--- src/rtl/core/kmr_pkg.sv ---
// ----------------------------------------------------------------------------
// kmr_pkg
// Shared opcodes, status codes, modes, sizes and the command record.
// ----------------------------------------------------------------------------
package kmr_pkg;

   localparam int OP_W     = 3;
   localparam int STATUS_W = 4;
   localparam int MODE_W   = 3;
   localparam int ENTRY_W  = 49;

   // store sizes, fixed by the 7-bit length and 4-bit filled fields
   localparam int SLOTS           = 8;
   localparam int EVENTS_PER_SLOT = 64;

   localparam logic [OP_W-1:0] OP_KEY     = 3'd0;
   localparam logic [OP_W-1:0] OP_RECORD  = 3'd1;
   localparam logic [OP_W-1:0] OP_STOP    = 3'd2;
   localparam logic [OP_W-1:0] OP_DELETE  = 3'd3;
   localparam logic [OP_W-1:0] OP_STATUS  = 3'd4;
   localparam logic [OP_W-1:0] OP_SLOT    = 3'd5;
   localparam logic [OP_W-1:0] OP_TICK    = 3'd6;
   localparam logic [OP_W-1:0] OP_UNKNOWN = 3'd7;

   localparam logic [STATUS_W-1:0] ST_IGNORED   = 4'd0;
   localparam logic [STATUS_W-1:0] ST_RECORDED  = 4'd1;
   localparam logic [STATUS_W-1:0] ST_REC_START = 4'd2;
   localparam logic [STATUS_W-1:0] ST_AWAIT     = 4'd3;
   localparam logic [STATUS_W-1:0] ST_DEL_ARMED = 4'd4;
   localparam logic [STATUS_W-1:0] ST_SAVED     = 4'd5;
   localparam logic [STATUS_W-1:0] ST_FULL      = 4'd6;
   localparam logic [STATUS_W-1:0] ST_DELETED   = 4'd7;
   localparam logic [STATUS_W-1:0] ST_EMPTY     = 4'd8;
   localparam logic [STATUS_W-1:0] ST_PLAY_ST   = 4'd9;
   localparam logic [STATUS_W-1:0] ST_PLAYED    = 4'd10;
   localparam logic [STATUS_W-1:0] ST_OVERFLOW  = 4'd11;
   localparam logic [STATUS_W-1:0] ST_TIMEOUT   = 4'd12;
   localparam logic [STATUS_W-1:0] ST_BAD_SLOT  = 4'd13;
   localparam logic [STATUS_W-1:0] ST_STATUS    = 4'd14;
   localparam logic [STATUS_W-1:0] ST_UNKNOWN   = 4'd15;

   localparam logic [MODE_W-1:0] MODE_IDLE   = 3'd0;
   localparam logic [MODE_W-1:0] MODE_REC    = 3'd1;
   localparam logic [MODE_W-1:0] MODE_ASSIGN = 3'd2;
   localparam logic [MODE_W-1:0] MODE_DELETE = 3'd3;
   localparam logic [MODE_W-1:0] MODE_PLAY   = 3'd4;

   // one decoded command from the front end
   typedef struct packed {
      logic [OP_W-1:0]    op;
      logic [ENTRY_W-1:0] entry;
      logic [7:0]         slot_index;
   } cmd_type;

endpackage

--- src/rtl/core/kmr_front.sv ---
// ----------------------------------------------------------------------------
// kmr_front
// Input stage and command queue: unpacks items and buffers them for the engine.
// ----------------------------------------------------------------------------
module kmr_front #(
   parameter int DEPTH = 2
) (
   input  logic              clock,
   input  logic              reset,
   input  logic              req_tvalid,
   output logic              req_tready,
   input  logic [63:0]       req_tdata,
   input  logic [2:0]        req_tuser,
   output logic              cmd_valid,
   input  logic              cmd_ready,
   output kmr_pkg::cmd_type  cmd
);
   import kmr_pkg::*;

   localparam int AW = (DEPTH > 1) ? $clog2(DEPTH) : 1;

   cmd_type            q_ff [DEPTH];
   logic [AW-1:0]      wp_ff, wp_in, rp_ff, rp_in;
   logic [AW:0]        cnt_ff, cnt_in;
   cmd_type            item;
   logic               push, pop;

   assign item.op         = req_tuser;
   assign item.entry      = req_tdata[48:0];
   assign item.slot_index = req_tdata[56:49];

   assign req_tready = (cnt_ff != (AW+1)'(DEPTH));
   assign cmd_valid  = (cnt_ff != '0);
   assign cmd        = q_ff[rp_ff];
   assign push       = req_tvalid && req_tready;
   assign pop        = cmd_valid && cmd_ready;

   always_comb begin
      wp_in  = wp_ff;
      rp_in  = rp_ff;
      cnt_in = cnt_ff;
      if (push) begin
         wp_in = (wp_ff == AW'(DEPTH-1)) ? '0 : wp_ff + 1'b1;
      end
      if (pop) begin
         rp_in = (rp_ff == AW'(DEPTH-1)) ? '0 : rp_ff + 1'b1;
      end
      if (push && !pop) begin
         cnt_in = cnt_ff + 1'b1;
      end else if (pop && !push) begin
         cnt_in = cnt_ff - 1'b1;
      end
   end

   always_ff @(posedge clock) begin
      if (reset) begin
         wp_ff  <= '0;
         rp_ff  <= '0;
         cnt_ff <= '0;
      end else begin
         wp_ff  <= wp_in;
         rp_ff  <= rp_in;
         cnt_ff <= cnt_in;
      end
   end

   always_ff @(posedge clock) begin
      if (push) begin
         q_ff[wp_ff] <= item;
      end
   end

   assert property (@(posedge clock) disable iff (reset)
      cnt_ff <= (AW+1)'(DEPTH))
      else $error("queue count over depth");
   assert property (@(posedge clock) disable iff (reset)
      (push && !pop) |=> cnt_ff == $past(cnt_ff) + 1'b1)
      else $error("queue count missed a push");
   assert property (@(posedge clock) disable iff (reset)
      (cnt_ff == '0) |-> (wp_ff == rp_ff))
      else $error("empty queue with split pointers");

endmodule

--- config.mk ---
export PLATFORM = sky130hd
export DESIGN_NAME = kmr_front
export DESIGN_NICKNAME = d
export VERILOG_FILES = /design/src/rtl/core/kmr_pkg.sv /design/src/rtl/core/kmr_front.sv
export SDC_FILE = /design/constraint.sdc
export NUM_CORES = 1
export LEC_CHECK = 0
export BUFFER_PORTS_ARGS = -buffer_cell sky130_fd_sc_hd__buf_2
export CAP_MARGIN = 10
export CELL_PAD_IN_SITES_DETAIL_PLACEMENT = 1
export CELL_PAD_IN_SITES_GLOBAL_PLACEMENT = 1
export CORE_UTILIZATION = 43
export CTS_BUF_LIST = sky130_fd_sc_hd__clkbuf_4 sky130_fd_sc_hd__clkbuf_8 sky130_fd_sc_hd__clkbuf_16
export CTS_CLUSTER_DIAMETER = 40
export DETAILED_ROUTE_END_ITERATION = 6
export GPL_TIMING_DRIVEN = 0
export PLACE_DENSITY = 0.83
export SETUP_SLACK_MARGIN = 0.5
export SLEW_MARGIN = 0
export SYNTH_ARGS = -nofsm -noshare
export SYNTH_HDL_FRONTEND = slang
export SYNTH_SLANG_ARGS = --single-unit
--- constraint.sdc ---
create_clock -name clock -period 3.1 [get_ports clock]
set_input_delay 0.31 -clock clock [delete_from_list [all_inputs] [get_ports clock]]
set_output_delay 0.31 -clock clock [all_outputs]
set_load 0.01 [all_outputs]
# Word-level counts from Yosys, hierarchy flattened
# Memory sizes are Yosys's and may differ from the RTL's. A register that Yosys moved wholly into a read port is not among the register bits.
# Index checks and enable logic that the tools add are counted.
word_totals:
  inputBits: 71
  ram_bits: 120
  word_cells: 25
  n_memories: 1
  output_inout_bits: 62
  reg_bits: 4
op_classes:
  n_mux: 8
  eq_ne: 1
  n_addsub: 4
  reduce_logical: 8
memory_table:
  columns: ["name", "depth", "width", "rd", "rd_clocked_by_memory_dff", "wr", "line_no", "text"]
  rows:
  - ["q_ff", 2, 60, 1, 1, 1, "kmr_front.sv:22", "cmd_type q_ff [DEPTH];"]
ops:
  columns: ["op", "count"]
  rows:
  - ["two-way mux 1 bit", 6]
  - ["logical AND 1 bit", 4]
  - ["two-way mux 2 bit", 2]
  - ["nonzero test 2 bit", 2]
  - ["adder 1 bit (second input constant)", 2]
  - ["adder 2 x 1 -> 2 bit (second input constant)", 1]
  - ["logical NOT 1 bit", 2]
  - ["!= test 2 bit (second input constant)", 1]
  - ["subtractor 2 x 1 -> 2 bit (second input constant)", 1]

# Depth between registers and ports, before layout
depth:
  word_depth: 6
  depth_mapped: 6

# Worst setup path before layout
# Ideal clock, no wire load.
synth_timing:
  kind: "register -> register"
  from: "reg cnt_ff[0]"
  to: "mem q_ff[1][0] in the netlist's numbering, enable pin"
  t_arrival_ns: 2.103
  path_stages_with_launch: 3
  period_less_slack_ns: 2.527
  required_ns: 2.676
  slack_ns: 0.573
  n_path_buf: 0
  cell_sequence: "dfxtp_1 -> nand2b_1 -> and3_1"
synth_between:
  elab_chain_cells: 4
synth_rtl:
  columns: ["item", "line_no", "text"]
  rows:
  - ["start: declaration", "kmr_front.sv:24", "logic [AW:0] cnt_ff, cnt_in;"]
  - ["start signal: assignment", "kmr_front.sv:63", "cnt_ff <= cnt_in;"]
  - ["!= test 2 bit", "kmr_front.sv:32", "assign req_tready = (cnt_ff != (AW+1)'(DEPTH));"]
  - ["net req_tready", "kmr_front.sv:11", "output logic req_tready,"]
  - ["logical AND 1 bit", "kmr_front.sv:35", "assign push = req_tvalid && req_tready;"]
  - ["two-way mux 1 bit", "kmr_front.sv:68", "if (push) begin"]
  - ["two-way mux 1 bit (not written as such)", "kmr_front.sv:69", "q_ff[wp_ff] <= item;"]
  - ["end: declaration", "kmr_front.sv:22", null]
# The timed path passes the listed nets, and every way through them passes these cells.

==> impl_metrics.tcl <==
set metrics [dict create \
    slew_violations 0 \
    yosysSeqAreaShare_pct 81.6 \
    rsz0062_at_grt "no" \
    tightest_slew_ns 0.795 \
    overflow 0 \
    port_buffers 125 \
    grtUsageMet2_pct 35.1 \
    die-area_sq_mm 0.0110 \
    slew_headroom_pct 47.0 \
    r2r_start "cnt_ff[0]" \
    ys_async_sr_fraction_pct 0 \
    diodes 0 \
    syn_avg_cell_area_sq_um 21.5 \
    grt_pass1_wl_um 15100 \
    routed_wl_um 9550 \
    clk_pin_slew_ns 0.05 \
    place_ws_ns 1.13 \
    vias_per_cell 4.61 \
    dr.pass1.iters 4 \
    synth_top_area_cell "edfxtp_1" \
    ys_warn_count 0 \
    synthCells 211 \
    startpoint_type "register" \
    critPathMostFrequentCell "buf_2" \
    nets 488 \
    rrSetupSlack_ns 1.07 \
    root_buffer "clkbuf_8" \
    worst_skew_pair.late_latency_ns 0.50 \
    grt_pass1_vias 2980 \
    dp_hpwl_um 5630 \
    endpoint "cmd[42]" \
    syn_nets 283 \
    status "completed" \
    start_util_pct 44.1 \
    final_util_pct 63.4 \
    hp-class "in2reg" \
    core_sq_mm 0.0103 \
    setup_viol 0 \
    p_per_area_mw_per_mm2 800 \
    wl_per_cell_um 16.9 \
    io_pins 133 \
    grt_max_degree 32 \
    hold_viol 0 \
    drv_cap 0 \
    numCtsBuffers 17 \
    place_inst 474 \
    synth_common_cells "edfxtp_1 (120), mux2_2 (60), buf_2 (7)" \
    fin_crit_sh_pct 67.1 \
    r2r_cells 4 \
    grt_use_total_pct 18.6 \
    area_growth_pct 43.7 \
    busiest_layer "met2" \
    p_total_mw 5.21 \
    design_area_sq_mm 0.00652 \
    fin_skew_ns 0.00643 \
    crit_cells 4 \
    cts_max_level 4 \
    synth-edff-count 120 \
    critPathMaxFanout 10 \
    synth_area_leaders "edfxtp_1 (79%), mux2_2 (15%), dfxtp_1 (2.2%)" \
    timing.critical_path.buf_inv 3 \
    path_cells "buf_2 -> buf_2 -> mux2_2 -> buf_2" \
    ir_drop_mv 0.435 \
    drive_above_1_share_pct 53.1 \
    yosysMostFrequentCell "edfxtp_1" \
    drc 0 \
    slowest_stage "mux2_2" \
    placementRows 37 \
    synth-main-ff-cell "edfxtp_1" \
    antenna_found_initial 0 \
    synth_top_area_share_pct 79.4 \
    drt_first_iter_violations 67 \
    clock_path_buffers 2 \
    syn_area_sq_mm 0.00454 \
    end_kind "output pin" \
    gp_congestion 0.693 \
    grt_util_met3_pct 3.99 \
    max_freq_mhz 481 \
    synth_seq_cells 125 \
    fin_ws_ns 1.02 \
    cts.sinks 125 \
    instances_no_fill 565 \
    placed_cell_area_sq_mm 0.00537 \
    fp.dieW_um 105 \
    period_needed_ns 2.08 \
    critPathMaxStageDelay_ns 0.38 \
    fp.dieH_um 105 \
    ant_nets 0 \
    crit_type "reg2out" \
    critPathTopFamily "buffers and inverters" \
    leakage_nw 2.51 \
    num_vias 2606 \
    ys_types 17 \
    cts_resized 0 \
    grt_util_met1_pct 19.9 \
    arrival_ns 1.77 \
    worstPathRequired_ns 2.79 \
    worst_r2r_endpoint "q_ff[0][32]" \
    cts_tree "built" \
]
[routing by layer]
| metal | routed length [um] | vias up |
|---|---|---|
| met5 | 0 | - |
| met4 | 156 | 0 |
| met3 | 392 | 17 |
| met2 | 5390 | 80 |
| met1 | 3610 | 1269 |
| li1 | - | 1240 |
[power by group]
group / switching (mW) / total (mW) / internal [mW]
Combinational: 0.623 / 1.20 / 0.581
Clock: 0.651 / 1.83 / 1.18
Sequential: 0.0618 / 2.18 / 2.11
Total: 1.34 / 5.21 / 3.88
[metrics by stage]
step                      setup TNS (ns)  hold slack, ns
after global placement             -7.11           0.485
after CTS                              0         0.00146
final                                  0          0.0259
after floorplan                        0           0.379
after global routing                   0         0.00286
after detailed placement               0           0.497
[flip-flops by register name, indices dropped and copies added (netlist names), named ones only]
register  cells
cnt_ff        2
q_ff        120
rp_ff         1
wp_ff         1
[worst register-to-register path, cell delays in order, from the launching register on]
cell and delay [ns]:
dfxtp_1 0.41, nand2b_1 0.24, nand3b_1 0.19, inv_2 0.57
buf_12 0.29
[how the worst min path moves through the flow]
stage                        endpoint     startpoint  depth (start not counted)  slack, ns
after floorplan             cnt_ff[1]          reset                          1       0.38
after global placement          rp_ff          rp_ff                          2       0.49
after detailed placement     register          rp_ff                          2       0.50
after CTS                  q_ff[0][1]  req_tdata[50]                          1      0.001
after global routing      q_ff[1][32]  req_tdata[24]                          1      0.003
final                     q_ff[1][32]  req_tdata[24]                          1       0.03
[repair_timing]
item | in CTS | in global routing
endpoints found under the setup margin | 0 | 0
setup buffers | 0 | 0
hold endpoints to repair | 115 | 2
hold buffers | 58 | 1
[cell type report]
class	instances	area [sq um]
Fill cell	946	3760
Sequential cell	125	3700
Timing Repair Buffer	186	1260
Multi-Input combinational cell	78	796
Clock buffer	23	459
Tap cell	136	170
Clock inverter	9	95.1
Buffer	7	35.0
Inverter	1	3.75
[cell families (layout without fill, tap and decap cells)]
| group | after synthesis | count (layout) | share of synthesized area [%] |
|---|---|---|---|
| and+or+nand+nor | 9 | 9 | 1.10 |
| adders and majority gates | 1 | 1 | 0.276 |
| AOI/OAI and AO/OA | 5 | 5 | 0.662 |
| xor gates and xnor gates | 3 | 3 | 0.579 |
| DFF | 125 | 125 | 81.6 |
| buffers and inverters | 8 | 226 | 0.855 |
| muxes | 60 | 60 | 14.9 |
[cells in the final DEF (no fill, tap or decap), drive strengths merged]
cell type,Yosys,layout
mux2,60,60
ha,1,1
and3,1,1
and2,1,1
dlygate4sd3,0,59
clkinvlp,0,1
or3,1,1
or2,1,1
nor2,3,3
clkinv,0,6
a21bo,1,1
inv,1,1
buf,7,134
dfxtp,5,5
xor2,3,3
nand2b,1,1
clkbuf,0,23
nand3b,1,1
edfxtp,120,120
a21oi,2,2
o21ai,2,2
bufinv,0,2
(Power assumes the default switching activity.)
